## src/pafk_pkg.sv

```systemverilog
// ============================================================================
// pafk_pkg
// Shared constants, types and elaboration-time functions for the planar arm
// forward kinematics block: field widths, register reset values, the sine
// table builder and the sequencer state type.
// ============================================================================
package pafk_pkg;

    // Default parameter values
    localparam int NUM_LINKS_DEFAULT          = 3;
    localparam int TRIG_FRACTION_BITS_DEFAULT = 14;

    // Field widths
    localparam int FIELD_LINKS = 3;   // joints and links carried by the word
    localparam int ANGLE_W     = 10;  // signed joint angle, whole degrees
    localparam int LINK_SEL_W  = 2;   // link number field
    localparam int LINK_W      = 10;  // link length register
    localparam int POS_W       = 27;  // result position
    localparam int CFG_INDEX_W = 2;   // register index on the config port
    localparam int DEG_W       = 9;   // reduced angle 0..359
    localparam int QUAD_DEG_W  = 7;   // first quadrant angle 0..90

    // Register indexes
    localparam logic [CFG_INDEX_W-1:0] REG_LINK_LENGTH_1 = 2'd0;
    localparam logic [CFG_INDEX_W-1:0] REG_LINK_LENGTH_2 = 2'd1;
    localparam logic [CFG_INDEX_W-1:0] REG_LINK_LENGTH_3 = 2'd2;

    // Link length values after reset
    localparam logic [LINK_W-1:0] LINK_RESET [FIELD_LINKS] = '{10'd0, 10'd50, 10'd50};

    // Sine table: 0..90 degrees, wide enough for up to 20 fraction bits
    localparam int SINE_ROM_W     = 21;
    localparam int SINE_ROM_DEPTH = 91;
    typedef logic [SINE_ROM_W-1:0] sine_rom_t [SINE_ROM_DEPTH];

    // Q.30 series constants
    localparam logic [63:0] Q30_ONE = 64'd1073741824;
    localparam logic [63:0] PI_Q30  = 64'd3373259426;
    localparam logic [63:0] SERIES_DENOM [8] = '{
        64'd272, 64'd210, 64'd156, 64'd110, 64'd72, 64'd42, 64'd20, 64'd6
    };

    // Sequencer states
    typedef enum logic [2:0] {
        ST_IDLE,
        ST_START,
        ST_LOOK_COS,
        ST_MUL_COS,
        ST_MUL_SIN,
        ST_ACC_SIN,
        ST_DONE
    } fk_state_t;

    // Q.30 sine of a first quadrant angle: odd series to x^17, Horner form,
    // every product and quotient truncated
    function automatic logic [63:0] sin_q30(input logic [QUAD_DEG_W-1:0] deg);
        logic [63:0] x;
        logic [63:0] x2;
        logic [63:0] t;
        x  = (64'(deg) * PI_Q30 + 64'd90) / 64'd180;
        x2 = (x * x) >> 30;
        t  = Q30_ONE;
        for (int n = 0; n < 8; n++) begin
            t = Q30_ONE - ((x2 * t) >> 30) / SERIES_DENOM[n];
        end
        return (x * t) >> 30;
    endfunction

    // Table of sin(0..90 deg), rounded half up to frac_bits fraction bits
    function automatic sine_rom_t build_sine_rom(input int frac_bits);
        sine_rom_t   rom;
        logic [63:0] v;
        for (int d = 0; d < SINE_ROM_DEPTH; d++) begin
            v      = sin_q30(QUAD_DEG_W'(d));
            v      = (v + (64'd1 << (29 - frac_bits))) >> (30 - frac_bits);
            rom[d] = SINE_ROM_W'(v);
        end
        return rom;
    endfunction

endpackage

```

## src/pafk_if.sv

```systemverilog
// ============================================================================
// pafk_if
// Valid/ready channels of the planar arm forward kinematics block: the joint
// request word and the position response word.
// ============================================================================
interface pafk_in_if;
    import pafk_pkg::*;

    logic                      valid;
    logic                      ready;
    logic signed [ANGLE_W-1:0] joint_angle_1;
    logic signed [ANGLE_W-1:0] joint_angle_2;
    logic signed [ANGLE_W-1:0] joint_angle_3;
    logic [LINK_SEL_W-1:0]     first_link;
    logic [LINK_SEL_W-1:0]     last_link;

    modport source (
        output valid, joint_angle_1, joint_angle_2, joint_angle_3,
               first_link, last_link,
        input  ready
    );

    modport sink (
        input  valid, joint_angle_1, joint_angle_2, joint_angle_3,
               first_link, last_link,
        output ready
    );
endinterface

interface pafk_out_if;
    import pafk_pkg::*;

    logic                    valid;
    logic                    ready;
    logic signed [POS_W-1:0] pos_x;
    logic signed [POS_W-1:0] pos_y;

    modport source (
        output valid, pos_x, pos_y,
        input  ready
    );

    modport sink (
        input  valid, pos_x, pos_y,
        output ready
    );
endinterface

```

## src/pafk_sine.sv

```systemverilog
// ============================================================================
// pafk_sine
// Registered sine lookup for a whole angle of 0..359 degrees: folds the angle
// onto the first quadrant, reads the constant table and restores the sign.
// The result is registered and appears in the cycle after the angle.
// ============================================================================
module pafk_sine #(
    parameter int TRIG_FRACTION_BITS = pafk_pkg::TRIG_FRACTION_BITS_DEFAULT
) (
    input  logic                              clk,
    input  logic [pafk_pkg::DEG_W-1:0]        angle,
    output logic signed [TRIG_FRACTION_BITS+1:0] trig_value
);
    import pafk_pkg::*;

    localparam int TRIG_W = TRIG_FRACTION_BITS + 2;
    localparam sine_rom_t SINE_ROM = build_sine_rom(TRIG_FRACTION_BITS);

    logic [QUAD_DEG_W-1:0]      quad_deg;
    logic                       negate;
    logic [TRIG_FRACTION_BITS:0] magnitude;
    logic signed [TRIG_W-1:0]   mag_ext;
    logic signed [TRIG_W-1:0]   trig_next;
    logic signed [TRIG_W-1:0]   trig_reg;

    // Quadrant fold
    always_comb
    begin
        if (angle <= DEG_W'(90)) begin
            quad_deg = QUAD_DEG_W'(angle);
            negate   = 1'b0;
        end else if (angle <= DEG_W'(180)) begin
            quad_deg = QUAD_DEG_W'(DEG_W'(180) - angle);
            negate   = 1'b0;
        end else if (angle <= DEG_W'(270)) begin
            quad_deg = QUAD_DEG_W'(angle - DEG_W'(180));
            negate   = 1'b1;
        end else begin
            quad_deg = QUAD_DEG_W'(DEG_W'(360) - angle);
            negate   = 1'b1;
        end
    end

    // Table read and sign
    assign magnitude = SINE_ROM[quad_deg][TRIG_FRACTION_BITS:0];
    assign mag_ext   = signed'({1'b0, magnitude});
    assign trig_next = negate ? -mag_ext : mag_ext;

    always_ff @(posedge clk)
    begin
        trig_reg <= trig_next;
    end

    assign trig_value = trig_reg;

endmodule

```

## src/planar_arm_forward_kinematics_top.sv

```systemverilog
// ============================================================================
// planar_arm_forward_kinematics_top
// Forward kinematics of a sub-chain of a three-link planar arm: sums
// length * cos and length * sin of the accumulated joint angle over the
// chosen links, one shared multiplier and one sine table under a sequencer.
// ============================================================================
//
//  Channel   Dir  Handshake            Word
//  -------   ---  -------------------  -----------------------------------------
//  req       in   valid/ready          joint_angle_1..3, first_link, last_link
//  rsp       out  valid/ready          pos_x, pos_y
//  cfg       in   cfg_we               cfg_index, cfg_data (link lengths)
//
//  Each link takes two table reads and two passes through the single
//  length-by-sine multiplier. If first_link is not below last_link, the
//  loop is skipped and x carries the first link's length, y zero.
//  One request is in flight at a time; req.ready is high only when idle.
//  The response register lets a new request start while a word waits on rsp.
//  Reset clears the sequencer and loads the link lengths 0, 50, 50.
//
module planar_arm_forward_kinematics_top #(
    parameter int NUM_LINKS          = pafk_pkg::NUM_LINKS_DEFAULT,
    parameter int TRIG_FRACTION_BITS = pafk_pkg::TRIG_FRACTION_BITS_DEFAULT
) (
    input  logic                             clk,
    input  logic                             rst_n,
    input  logic                             cfg_we,
    input  logic [pafk_pkg::CFG_INDEX_W-1:0] cfg_index,
    input  logic [pafk_pkg::LINK_W-1:0]      cfg_data,
    pafk_in_if.sink                          req,
    pafk_out_if.source                       rsp
);
    import pafk_pkg::*;

    localparam int LINK_COUNT = (NUM_LINKS < FIELD_LINKS) ? NUM_LINKS : FIELD_LINKS;
    localparam int LINK_IDX_W = $clog2(LINK_COUNT);
    localparam int TRIG_W     = TRIG_FRACTION_BITS + 2;
    localparam int PROD_W     = LINK_W + 1 + TRIG_W;
    localparam int ACC_W      = TRIG_FRACTION_BITS + 17;
    localparam logic signed [ACC_W-1:0] SAT_HI = ACC_W'((2 ** (POS_W - 1)) - 1);
    localparam logic signed [ACC_W-1:0] SAT_LO = ~SAT_HI;

    fk_state_t state_reg, state_next;

    logic [LINK_W-1:0]         link_len_reg [LINK_COUNT];
    logic signed [ANGLE_W-1:0] angle_reg    [LINK_COUNT];
    logic signed [ANGLE_W-1:0] req_angle    [FIELD_LINKS];
    logic [LINK_IDX_W-1:0]     first_reg, last_reg, k_reg;
    logic [LINK_IDX_W-1:0]     first_dec, last_dec;
    logic [DEG_W-1:0]          phi_reg, phi_next, cos_angle, sine_angle;
    logic signed [ACC_W-1:0]   acc_x_reg, acc_y_reg;
    logic signed [PROD_W-1:0]  prod_reg, mult_out;
    logic signed [LINK_W:0]    len_ext;
    logic signed [TRIG_W-1:0]  trig_value;
    logic signed [POS_W-1:0]   pos_x_reg, pos_y_reg;
    logic                      out_valid_reg;
    logic                      accept, out_load;

    // Link number to table index: zero reads as one, above count as last
    function automatic logic [LINK_IDX_W-1:0] link_index(input logic [LINK_SEL_W-1:0] raw);
        logic [LINK_SEL_W-1:0] v;
        v = (raw == '0) ? LINK_SEL_W'(1) : raw;
        if (v > LINK_SEL_W'(LINK_COUNT)) begin
            v = LINK_SEL_W'(LINK_COUNT);
        end
        return LINK_IDX_W'(v - LINK_SEL_W'(1));
    endfunction

    // Clamp an accumulator to the response width
    function automatic logic signed [POS_W-1:0] saturate(input logic signed [ACC_W-1:0] v);
        logic signed [ACC_W-1:0] c;
        c = v;
        if (c > SAT_HI) begin
            c = SAT_HI;
        end
        if (c < SAT_LO) begin
            c = SAT_LO;
        end
        return c[POS_W-1:0];
    endfunction

    assign req_angle[0] = req.joint_angle_1;
    assign req_angle[1] = req.joint_angle_2;
    assign req_angle[2] = req.joint_angle_3;
    assign first_dec    = link_index(req.first_link);
    assign last_dec     = link_index(req.last_link);

    assign accept   = req.valid && req.ready;
    assign req.ready = (state_reg == ST_IDLE);
    assign out_load  = (state_reg == ST_DONE) && (!out_valid_reg || rsp.ready);

    // Next accumulated angle, reduced to 0..359
    always_comb
    begin
        logic signed [ANGLE_W:0] t;
        t = signed'({2'b00, phi_reg}) + {angle_reg[k_reg][ANGLE_W-1], angle_reg[k_reg]};
        if (t < 0) begin
            t = t + (ANGLE_W+1)'(360);
        end
        if (t < 0) begin
            t = t + (ANGLE_W+1)'(360);
        end
        if (t >= (ANGLE_W+1)'(360)) begin
            t = t - (ANGLE_W+1)'(360);
        end
        if (t >= (ANGLE_W+1)'(360)) begin
            t = t - (ANGLE_W+1)'(360);
        end
        phi_next = DEG_W'(t);
    end

    // Cosine as sine of the angle plus a quarter turn
    assign cos_angle  = (phi_reg >= DEG_W'(270)) ? phi_reg - DEG_W'(270)
                                                 : phi_reg + DEG_W'(90);
    assign sine_angle = (state_reg == ST_LOOK_COS) ? cos_angle : phi_reg;

    pafk_sine #(
        .TRIG_FRACTION_BITS (TRIG_FRACTION_BITS)
    ) u_sine (
        .clk        (clk),
        .angle      (sine_angle),
        .trig_value (trig_value)
    );

    // Shared length-by-trig multiplier
    assign len_ext  = signed'({1'b0, link_len_reg[k_reg]});
    assign mult_out = len_ext * trig_value;

    // Sequencer next state
    always_comb
    begin
        state_next = state_reg;
        case (state_reg)
            ST_IDLE:     if (accept) state_next = ST_START;
            ST_START:    state_next = (first_reg >= last_reg) ? ST_DONE : ST_LOOK_COS;
            ST_LOOK_COS: state_next = ST_MUL_COS;
            ST_MUL_COS:  state_next = ST_MUL_SIN;
            ST_MUL_SIN:  state_next = ST_ACC_SIN;
            ST_ACC_SIN:  state_next = (k_reg == last_reg) ? ST_DONE : ST_LOOK_COS;
            ST_DONE:     if (out_load) state_next = ST_IDLE;
            default:     state_next = ST_IDLE;
        endcase
    end

    always_ff @(posedge clk or negedge rst_n)
    begin
        if (!rst_n) begin
            state_reg <= ST_IDLE;
        end else begin
            state_reg <= state_next;
        end
    end

    // Link length registers
    always_ff @(posedge clk or negedge rst_n)
    begin
        if (!rst_n) begin
            for (int i = 0; i < LINK_COUNT; i++) begin
                link_len_reg[i] <= LINK_RESET[i];
            end
        end else if (cfg_we && (cfg_index < CFG_INDEX_W'(LINK_COUNT))) begin
            link_len_reg[cfg_index[LINK_IDX_W-1:0]] <= cfg_data;
        end
    end

    // Datapath
    always_ff @(posedge clk)
    begin
        case (state_reg)
            ST_IDLE:
            begin
                if (accept) begin
                    for (int i = 0; i < LINK_COUNT; i++) begin
                        angle_reg[i] <= req_angle[i];
                    end
                    first_reg <= first_dec;
                    last_reg  <= last_dec;
                end
            end
            ST_START:
            begin
                k_reg   <= first_reg;
                phi_reg <= '0;
                if (first_reg >= last_reg) begin
                    acc_x_reg <= signed'({{(ACC_W-LINK_W-TRIG_FRACTION_BITS){1'b0}},
                                          link_len_reg[first_reg],
                                          {TRIG_FRACTION_BITS{1'b0}}});
                end else begin
                    acc_x_reg <= '0;
                end
                acc_y_reg <= '0;
            end
            ST_MUL_COS:
            begin
                prod_reg <= mult_out;
            end
            ST_MUL_SIN:
            begin
                acc_x_reg <= acc_x_reg + {{(ACC_W-PROD_W){prod_reg[PROD_W-1]}}, prod_reg};
                prod_reg  <= mult_out;
            end
            ST_ACC_SIN:
            begin
                acc_y_reg <= acc_y_reg + {{(ACC_W-PROD_W){prod_reg[PROD_W-1]}}, prod_reg};
                phi_reg   <= phi_next;
                k_reg     <= k_reg + LINK_IDX_W'(1);
            end
            default:
            begin
            end
        endcase
    end

    // Response register
    always_ff @(posedge clk)
    begin
        if (out_load) begin
            pos_x_reg <= saturate(acc_x_reg);
            pos_y_reg <= saturate(acc_y_reg);
        end
    end

    always_ff @(posedge clk or negedge rst_n)
    begin
        if (!rst_n) begin
            out_valid_reg <= 1'b0;
        end else if (out_load) begin
            out_valid_reg <= 1'b1;
        end else if (rsp.ready) begin
            out_valid_reg <= 1'b0;
        end
    end

    assign rsp.valid = out_valid_reg;
    assign rsp.pos_x = pos_x_reg;
    assign rsp.pos_y = pos_y_reg;

endmodule
```

## src/flat_wrapper.sv

```systemverilog
// flat-port wrapper written by rule: the top's interface ports become plain ports
module planar_arm_forward_kinematics_top_flat import pafk_pkg::*;
#(
    parameter int NUM_LINKS          = pafk_pkg::NUM_LINKS_DEFAULT,
    parameter int TRIG_FRACTION_BITS = pafk_pkg::TRIG_FRACTION_BITS_DEFAULT
)
  (clk, rst_n, cfg_we, cfg_index, cfg_data, req_valid, req_joint_angle_1, req_joint_angle_2, req_joint_angle_3, req_first_link, req_last_link, req_ready, rsp_valid, rsp_pos_x, rsp_pos_y, rsp_ready);
  pafk_in_if req_i ();
  pafk_out_if rsp_i ();
  input  logic clk;
  input  logic rst_n;
  input  logic cfg_we;
  input  logic [pafk_pkg::CFG_INDEX_W-1:0] cfg_index;
  input  logic [pafk_pkg::LINK_W-1:0] cfg_data;
  input wire logic [$bits(req_i.valid)-1:0] req_valid;
  input wire logic [$bits(req_i.joint_angle_1)-1:0] req_joint_angle_1;
  input wire logic [$bits(req_i.joint_angle_2)-1:0] req_joint_angle_2;
  input wire logic [$bits(req_i.joint_angle_3)-1:0] req_joint_angle_3;
  input wire logic [$bits(req_i.first_link)-1:0] req_first_link;
  input wire logic [$bits(req_i.last_link)-1:0] req_last_link;
  output wire logic [$bits(req_i.ready)-1:0] req_ready;
  output wire logic [$bits(rsp_i.valid)-1:0] rsp_valid;
  output wire logic [$bits(rsp_i.pos_x)-1:0] rsp_pos_x;
  output wire logic [$bits(rsp_i.pos_y)-1:0] rsp_pos_y;
  input wire logic [$bits(rsp_i.ready)-1:0] rsp_ready;
  assign req_i.valid = req_valid;
  assign req_i.joint_angle_1 = req_joint_angle_1;
  assign req_i.joint_angle_2 = req_joint_angle_2;
  assign req_i.joint_angle_3 = req_joint_angle_3;
  assign req_i.first_link = req_first_link;
  assign req_i.last_link = req_last_link;
  assign req_ready = req_i.ready;
  assign rsp_valid = rsp_i.valid;
  assign rsp_pos_x = rsp_i.pos_x;
  assign rsp_pos_y = rsp_i.pos_y;
  assign rsp_i.ready = rsp_ready;
  planar_arm_forward_kinematics_top #(.NUM_LINKS(NUM_LINKS), .TRIG_FRACTION_BITS(TRIG_FRACTION_BITS)) u_core (.clk(clk), .rst_n(rst_n), .cfg_we(cfg_we), .cfg_index(cfg_index), .cfg_data(cfg_data), .req(req_i), .rsp(rsp_i));
endmodule
```

## config.mk

```make
export PLATFORM = sky130hd
export DESIGN_NAME = planar_arm_forward_kinematics_top_flat
export DESIGN_NICKNAME = d
export VERILOG_FILES = /design/src/pafk_pkg.sv /design/src/pafk_if.sv /design/src/pafk_sine.sv /design/src/planar_arm_forward_kinematics_top.sv /design/src/flat_wrapper.sv
export SDC_FILE = /design/constraint.sdc
export NUM_CORES = 1
export LEC_CHECK = 0
export ABC_AREA = 1
export ABC_CLOCK_PERIOD_IN_PS = 8400
export BUFFER_PORTS_ARGS = -buffer_cell sky130_fd_sc_hd__buf_2
export CAP_MARGIN = 30
export CORE_MARGIN = 2
export CORE_UTILIZATION = 25
export CTS_CLUSTER_SIZE = 8
export DETAILED_ROUTE_END_ITERATION = 8
export GPL_TIMING_DRIVEN = 0
export HOLD_SLACK_MARGIN = 0.05
export SYNTH_ARGS = -nofsm -noshare
export SYNTH_HDL_FRONTEND = slang
export SYNTH_SLANG_ARGS = --single-unit
```

## constraint.sdc

```tcl
create_clock -name clk -period 8.4 [get_ports clk]
set_input_delay 0.84 -clock clk [delete_from_list [all_inputs] [get_ports clk]]
set_output_delay 0.84 -clock clk [all_outputs]
set_load 0.02 [all_outputs]
```

==> metrics, run 1 <==
Highest Clock Rate=130.3 MHz; Area Overhead vs Synth=14.47%; DRT iter0 DRCs=1182; gr ovfl total=0; filler cell count in the final layout=9354; Crit. End Element=flop; root buffer cell=clkbuf_16; Die Y=299.7 µm; CP peak stage delay=0.56 ns; Syn Inst Count=2684; Synth Net Count=3035; vias=18198; die area=89840 µm²; biggest area consumer among synthesized cells=edfxtp_1; Reg2Reg Setup Slack=0.73 ns; slowest stage cell, crit path=o21ai_1; yosys warns=0; Buffers on Ports=106; clk slew on worst S/H paths=0.05 ns; Ant. Diodes=0; Post-synth top cells=nand2_1 (521), inv_1 (431), nor2_1 (233); syn_area_per_cell=8.147 µm²; status=finished clean; crit-path max FO=10; launch point of the worst reg-to-reg path=u_core.k_reg[1]; CTS Buf Count=36; max_cap viols=0; count leader, synth=nand2_1; GPL Wtd Cong=0.9006; post_cts resized=0; crit start category=flop; Final ANT Viol Nets=0; final setup violation count=0; DRC=0; total negative slack=0 ns; Crit Path Category=flop to flop; WL/cell=14.99 µm; asr flop ratio synth=14.17%; min-delay worst type=input port to async pin; Post-CTS Hold Buffers=0; H-tree levels=2; CTS tree=done; Post-CTS Setup Inserts=0; crit path DAT=7.95 ns; Clk Latency, worst-skew pair=0.55 ns; Synth cell types=60; pin count of the biggest net entering global routing=36; RSZ-0062 raised after global routing=false; slew margin rel.=43.20%; critical path data required time=8.68 ns; reg2reg path depth=31; sequential fraction of the synthesis area=31.39%; clock tree buffer depth=3; initial antenna violation count=0; Final Cycle Share=91.33%; post-detail-place hpwl=48420 µm; vias in the first global route=18250; drt pass-1 iters=5; Die Span X=299.7 µm; synthesized flop and latch total=240; vias per cell=4.543; starting density of the core=25.20%; Clock Skews=0.01993 ns; synth top area cells=edfxtp_1 (26%), fa_1 (14%), nand2_1 (8.9%), ha_1 (8.7%), inv_1 (7.4%); Boundary Pins=107; first-pass GRT wire length=98160 µm; drt total wl=60060 µm; final hold vios=0; row count=108; clk sink count=240; Max Slew Vio Count=0; RR Endpoint=u_core.prod_reg[25]; Period minus WS final=7.672 ns; ratio of cells with drive above 1 in the final layout=11.12%; Post-synth EDFFs=188; ys flop type=edfxtp_1; nets@finish=3188; Worst-Margin Slew=0.8431 ns; gr usage total=13.56%; Core Box Area=86750 µm²; mapped cell area=21870 µm²; share of the synthesized area in the top cell type=25.82%
-- metal layers --
| metal | track usage [%] | up-vias | wire [µm] |
|---|---|---|---|
| met5 | 0 | - | 0 |
| met1 | 17.34 | 8601 | 26520 |
| met2 | 23.90 | 433 | 29200 |
| li1 | - | 9070 | - |
| met4 | 4.024 | 0 | 1609 |
| met3 | 1.655 | 94 | 2729 |
-- worst max-delay path by stage --
stage	from	to	slack, ns	depth (start not counted)
after floorplan	u_core.k_reg[1]	u_core.prod_reg[25]	1.87	31
after global placement	u_core.state_reg[0]	u_core.acc_x_reg[29]	-0.30	4
after detailed placement	u_core.k_reg[1]	u_core.prod_reg[26]	0.24	29
after CTS	u_core.k_reg[1]	u_core.prod_reg[26]	0.23	29
after global routing	u_core.k_reg[1]	u_core.prod_reg[25]	0.1	31
final	u_core.k_reg[1]	u_core.prod_reg[25]	0.73	31
-- worst max-delay path: cells and delay by family, from the launching register on --
family,cells,cell delay [ns]
AOI/OAI and AO/OA,7,1.90
xor gates and xnor gates,1,0.09
adders and majority gates,6,2.41
buffers and inverters,7,1.36
DFF,1,0.47
and+or+nand+nor,10,1.20
-- layout make-up --
cell class	instances	area [µm²]	share of cell area [%]
timing repair buffer	115	664.4	2.654
clock buffer	49	970.9	3.879
tap	1155	1445	5.774
multi-input combinational	1914	12940	51.71
inverter	467	1753	7.004
sequential	240	6864	27.42
buffer	63	360.3	1.440
clock inverter	3	28.78	0.1150
-- layout by cell type (no fill, tap or decap), drive strengths merged, types with 8 or more instances in the layout --
| cell | n |
|---|---|
| dfrtp | 28 |
| nand2 | 569 |
| xor2 | 45 |
| nor2 | 245 |
| a21oi | 182 |
| o21ai | 212 |
| o21a | 26 |
| clkinv | 11 |
| edfxtp | 188 |
| inv | 459 |
| ha | 152 |
| a22o | 8 |
| o211ai | 17 |
| nor3 | 9 |
| o22ai | 10 |
| dfxtp | 18 |
| nand3b | 10 |
| nand3 | 195 |
| clkbuf | 85 |
| fa | 148 |
| o21bai | 11 |
| buf | 142 |
| nand4 | 12 |
| xnor2 | 23 |
-- through the flow --
stage	area [µm²]	util [%]	hold slack, ns	instances	setup slack [ns]
2_1_floorplan	21870	-	0.4530	2684	1.867
3_3_place_gp	23840	27.48	0.4690	3945	-0.2975
3_5_place_dp	24010	27.68	0.4756	3954	0.2432
4_1_cts	25010	28.83	0.3980	4006	0.2314
5_1_grt	25030	28.85	0.4407	4006	0.09791
6_report	25030	28.85	0.3957	4006	0.7280
-- kinds of logic (layout without fill, tap and decap cells) --
kind of cell	after synthesis	after routing	synth area share, %
AND/OR/NAND/NOR	1047	1047	20.81
buffers and inverters	530	697	9.648
AO/OA/AOI/OAI	499	499	13.01
adder cells (fa/ha/maj)	300	300	22.25
flip-flops	240	240	31.39
XOR/XNOR	68	68	2.895
Power of run 1 is not shown: default switching activity piles up to over one toggle a cycle in this logic, so the estimate is an artifact.
==> run 2, diff against run 1 <==
Settings changed: CORE_UTILIZATION 25 to 63, CTS_CLUSTER_DIAMETER from default to 40, PLACE_DENSITY from default to 0.82.
==> metrics, run 2 (same netlist as run 1, synthesis figures left out) <==
Worst-Margin Slew=0.9070 ns (+0.06392 ns); min-delay worst type=input port to async pin; Final Cycle Share=92.60% (+1.3 points); Boundary Pins=107 (unchanged); first-pass GRT wire length=94880 µm (-3.3%); filler cell count in the final layout=2609 (-72%); row count=68 (-37%); Highest Clock Rate=128.6 MHz (-1.4%); clk slew on worst S/H paths=0.05 ns (about the same); storage element area=6864 µm² (unchanged); final setup violation count=0 (unchanged); Post-CTS Setup Inserts=0 (unchanged); crit start category=flop; commonest non-fill, non-tap cell in the layout=nand2_1; status=finished clean; gr usage total=32.82% (+19 points); root buffer cell=clkbuf_16; Clk Latency, worst-skew pair=0.54 ns (about the same); WL/cell=17.62 µm (+18%); H-tree levels=2 (unchanged); Period minus WS final=7.778 ns (+0.1061 ns); CTS tree=done; DRT iter0 DRCs=1576 (+33%); drt pass-1 iters=6 (+1); critical path data required time=8.68 ns (about the same); clk sink count=240 (unchanged); slowest stage cell, crit path=fa_1; DRC=0 (unchanged); most frequent CP cell=nand2_1; Reg2Reg Setup Slack=0.62 ns (-0.11 ns); Crit Path Category=flop to flop; footprint of the multi-input gates=12930 µm² (about the same); nets@finish=3191 (+0.094%); GPL Wtd Cong=0.9338 (+3.7%); Die Span X=190.3 µm (-37%); pin count of the biggest net entering global routing=41 (+14%); Final ANT Viol Nets=0 (unchanged); total negative slack=0 ns (unchanged); max_cap viols=0 (unchanged); starting density of the core=63.61% (+38 points); Clock Skews=0.02210 ns (+0.002166 ns); launch point of the worst reg-to-reg path=u_core.k_reg[1]; crit path DAT=8.05 ns (+0.10 ns); die area=36210 µm² (-60%); clock tree buffer depth=3 (unchanged); vias in the first global route=19562 (+7.2%); final hold vios=0 (unchanged); Buffers on Ports=106 (unchanged); CP peak stage delay=0.56 ns (about the same); Max Slew Vio Count=0 (unchanged); Die Y=190.3 µm (-37%); ratio of cells with drive above 1 in the final layout=11.24% (+0.12 points); slew margin rel.=38.74% (-4.5 points); Area Overhead vs Synth=11.22%; post-detail-place hpwl=45020 µm (-7.0%); CTS Buf Count=39 (+8.3%); commonest cells after routing, fill and taps aside=nand2_1 (521), inv_1 (431), nor2_1 (231); initial antenna violation count=3 (+3); RR Endpoint=u_core.prod_reg[25]; reg2reg path depth=33 (+6.5%); vias per cell=5.782 (+27%); vias=19207 (+5.5%); drt total wl=58520 µm (-2.6%); Core Box Area=34370 µm² (-60%); Crit. End Element=flop; crit-path max FO=10 (unchanged); RSZ-0062 raised after global routing=false; gr ovfl total=0 (unchanged)
[run 2: changes by cell type in the layout (fill, tap and decap cells not counted), moves of 2 or more]
cell and change:
clkinv_2 +3, diode_2 +3, clkbuf_2 -3, clkbuf_1 +7
clkbuf_16 +2, clkdlybuf4s18_2 +2
[run 2: cell type report]
cell class,count,area share (%)
Multi-Input combinational cell,1914,53.17
Sequential cell,240,28.23
Inverter,467,7.208
Clock buffer,56,4.317
Timing Repair Buffer,115,2.763
Tap cell,455,2.341
Buffer,63,1.466
Clock inverter,9,0.4733
Antenna cell,3,0.03087
[run 2: metrics by stage]
| step | std cells | cell area [µm²] | util [%] | setup slack, ns | hold slack [ns] |
|---|---|---|---|---|---|
| after floorplan | 2684 | 21870 | - | 1.867 | 0.4530 |
| after global placement | 3245 | 22970 | 66.81 | 0.5482 | 0.4704 |
| after detailed placement | 3254 | 23140 | 67.32 | 0.4402 | 0.4733 |
| after CTS | 3319 | 24300 | 70.70 | 0.4344 | 0.3939 |
| after global routing | 3322 | 24320 | 70.75 | 0.03162 | 0.4458 |
| final | 3322 | 24320 | 70.75 | 0.6219 | 0.3973 |
[run 2: worst max-delay path, delay by kind of cell, from the launching register on]
family                     cells  cell delay [ns]
xor gates and xnor gates       1             0.08
buffers and inverters          7             1.26
DFF                            1             0.47
and+or+nand+nor               11             1.32
AOI/OAI and AO/OA              8             1.82
adders and majority gates      6             2.57
[run 2: how the worst max path moves through the flow]
stage | from | to | slack [ns] | cells past startpoint
6_report | u_core.k_reg[1] | u_core.prod_reg[25] | 0.62 | 33
5_1_grt | u_core.k_reg[1] | u_core.prod_reg[25] | 0.03 | 33
4_1_cts | u_core.k_reg[1] | u_core.prod_reg[25] | 0.43 | 33
3_5_place_dp | u_core.k_reg[1] | u_core.prod_reg[26] | 0.44 | 29
3_3_place_gp | u_core.k_reg[1] | u_core.prod_reg[26] | 0.55 | 29
2_1_floorplan | u_core.k_reg[1] | u_core.prod_reg[25] | 1.87 | 31
[run 2: repair_timing]
item	in CTS	in global routing
resized for setup	0	7
hold buffers	0	0
hold endpoints to repair	0	0
endpoints found under the setup margin	0	4
[run 2: routing by layer]
| layer | GRT usage (%) | vias to the layer above | share of wire [%] |
|---|---|---|---|
| li1 | - | 9091 | - |
| met1 | 38.63 | 9095 | 39 |
| met2 | 58.66 | 827 | 50 |
| met3 | 3.791 | 194 | 6.0 |
| met4 | 17.68 | 0 | 5.4 |
| met5 | 0 | - | 0 |
Power of run 2 is left out for the same reason.
==> run 3, diff against run 2 <==
Settings changed: SYNTH_HIERARCHICAL from default to 1.
==> metrics, run 3 <==
commonest non-fill, non-tap cell in the layout=nand2_1; yosys warns=6 (+6); Clock Skews=0.02146 ns (-0.0006364 ns); clk slew on worst S/H paths=0.05 ns (about the same); Post-synth top cells=nand2_1 (578), inv_1 (436), nor2_1 (252); nets@finish=3283 (+2.9%); biggest area consumer among synthesized cells=edfxtp_1; crit-path max FO=10 (unchanged); Ant. Diodes=0 (-3); H-tree levels=2 (unchanged); DRC=0 (unchanged); Period minus WS final=7.951 ns (+0.1726 ns); vias per cell=5.844 (+1.1%); initial antenna violation count=0 (-3); vias in the first global route=19834 (+1.4%); root buffer cell=clkbuf_16; Die Span X=191.6 µm (+0.68%); Final ANT Viol Nets=0 (unchanged); Clk Latency, worst-skew pair=0.55 ns (about the same); status=finished clean; CTS Buf Count=43 (+10%); max_cap viols=0 (unchanged); sequential fraction of the synthesis area=30.96% (-0.43 points); Post-CTS Hold Buffers=0 (unchanged); asr flop ratio synth=14.17% (unchanged); Boundary Pins=107 (unchanged); first-pass GRT wire length=99250 µm (+4.6%); Worst-Margin Slew=0.9856 ns (+0.07865 ns); ys flop type=edfxtp_1; Post-synth EDFFs=188 (unchanged); mapped cell area=22170 µm² (+1.4%); syn_area_per_cell=8.007 µm² (-1.7%); WL/cell=18.03 µm (+2.4%); starting density of the core=64.02% (+0.41 points); synth top area cells=edfxtp_1 (25%), fa_1 (13%), nand2_1 (9.8%), ha_1 (8.7%), inv_1 (7.4%); DRT iter0 DRCs=1828 (+16%); Syn Inst Count=2769 (+3.2%); drt pass-1 iters=6 (unchanged); pin count of the biggest net entering global routing=40 (-2.4%); clk sink count=240 (unchanged); Die Y=191.6 µm (+0.68%); Buffers on Ports=106 (unchanged); total negative slack=0 ns (unchanged); post-detail-place hpwl=47790 µm (+6.2%); Synth Net Count=3123 (+2.9%); vias=19929 (+3.8%); Highest Clock Rate=125.8 MHz (-2.2%); Final Cycle Share=94.65% (+2.1 points); share of the synthesized area in the top cell type=25.46% (-0.35 points); Crit. End Element=flop; final hold vios=0 (unchanged); CTS tree=done; crit start category=flop; Synth cell types=65 (+8.3%); filler cell count in the final layout=2606 (-0.11%); Core Box Area=34630 µm² (+0.74%); drt total wl=61490 µm (+5.1%); synthesized flop and latch total=240 (unchanged); crit path DAT=8.29 ns (+0.24 ns); Crit Path Category=flop to flop; row count=68 (unchanged); min-delay worst type=input port to async pin; slew margin rel.=33.57% (-5.2 points); final setup violation count=0 (unchanged); Area Overhead vs Synth=12.18%; commonest cells after routing, fill and taps aside=nand2_1 (578), inv_1 (436), nor2_1 (249); count leader, synth=nand2_1; ratio of cells with drive above 1 in the final layout=11.61% (+0.36 points); GPL Wtd Cong=0.9851 (+5.5%); Max Slew Vio Count=0 (unchanged); clock tree buffer depth=3 (unchanged); gr ovfl total=0 (unchanged); die area=36710 µm² (+1.4%); RSZ-0062 raised after global routing=false; gr usage total=34.30% (+1.5 points); critical path data required time=8.74 ns (+0.06 ns)
## run 3: area by class of cell
class                      instances  area (µm²)  area share, %
inverter                         467        1777          7.144
tap                              455       569.3          2.289
clock buffer                      54        1180          4.744
timing repair buffer             115       666.9          2.681
clock inverter                    17       182.7         0.7345
sequential                       240        6864          27.60
multi-input combinational       1997       13250          53.29
buffer                            65       376.6          1.514
## run 3: logic make-up (layout without fill, tap and decap cells)
kind of cell	count (synthesis)	count (layout)	share of synthesized area, %
AOI/OAI and AO/OA	493	493	12.43
xor gates and xnor gates	66	66	2.794
adders and majority gates	303	303	22.11
buffers and inverters	532	718	9.679
DFF	240	240	30.96
and+or+nand+nor	1135	1135	22.02
## run 3: critical path: stages (launching register included)
cell and delay, ns:
edfxtp_1 0.44, clkinv_1 0.34, nor2_2 0.31, clkinvlp_4 0.32, o21ai_2 0.43, inv_1 0.19, clkbuf_1 0.28, nor2_1 0.22
fa_1 0.46, fa_1 0.54, inv_1 0.07, fa_1 0.50, fa_1 0.54, inv_1 0.05, fa_1 0.48, ha_1 0.37
nand2_1 0.06, o21ai_0 0.27, a21boi_1 0.19, o21bai_1 0.35, a21boi_0 0.21, o21ai_0 0.30, a21boi_0 0.19, o21ai_0 0.30
xor2_2 0.32
## run 3: final timing paths
path / from / to / slack, ns / depth (start not counted)
min reg2reg: u_core/link_len_reg[15] / u_core/link_len_reg[15] / 0.49 / 2
max: u_core/k_reg[1] / u_core/prod_reg[26] / 0.45 / 24
max in group asynchronous: rst_n / u_core/link_len_reg[2] / 7.54 / 1
min in group clk: req_joint_angle_2[0] / u_core/angle_reg[1][0] / 0.46 / 1
max reg2reg: u_core/k_reg[1] / u_core/prod_reg[26] / 0.45 / 24
min: rst_n / u_core/state_reg[0] / 0.37 / 1
## run 3: through the flow
step | instances | setup WS [ns] | utilization (%) | hold slack (ns) | instance area [µm²]
floorplan | 2769 | 1.830 | - | 0.4530 | 22170
global placement | 3330 | 0.09769 | 67.20 | 0.4707 | 23270
detailed placement | 3339 | -0.003220 | 67.73 | 0.4744 | 23450
CTS | 3410 | 0.007116 | 71.66 | 0.3574 | 24820
global route | 3410 | 0.04786 | 71.82 | 0.4049 | 24870
finish | 3410 | 0.4493 | 71.82 | 0.3700 | 24870
## run 3: layer usage
layer,vias up,wire length [µm],global-route usage [%]
met3,194,4315,3.983
met2,961,30360,60.07
met1,9440,23730,41.73
met4,0,3075,17.69
met5,-,0,0
li1,9334,-,-
## run 3: repair_timing
| action | in CTS | in global routing |
|---|---|---|
| buffers inserted | 0 | 0 |
| endpoints found under the setup margin | 1 | 5 |
| resized for setup | 1 | 22 |
Power of run 3 is left out for the same reason.
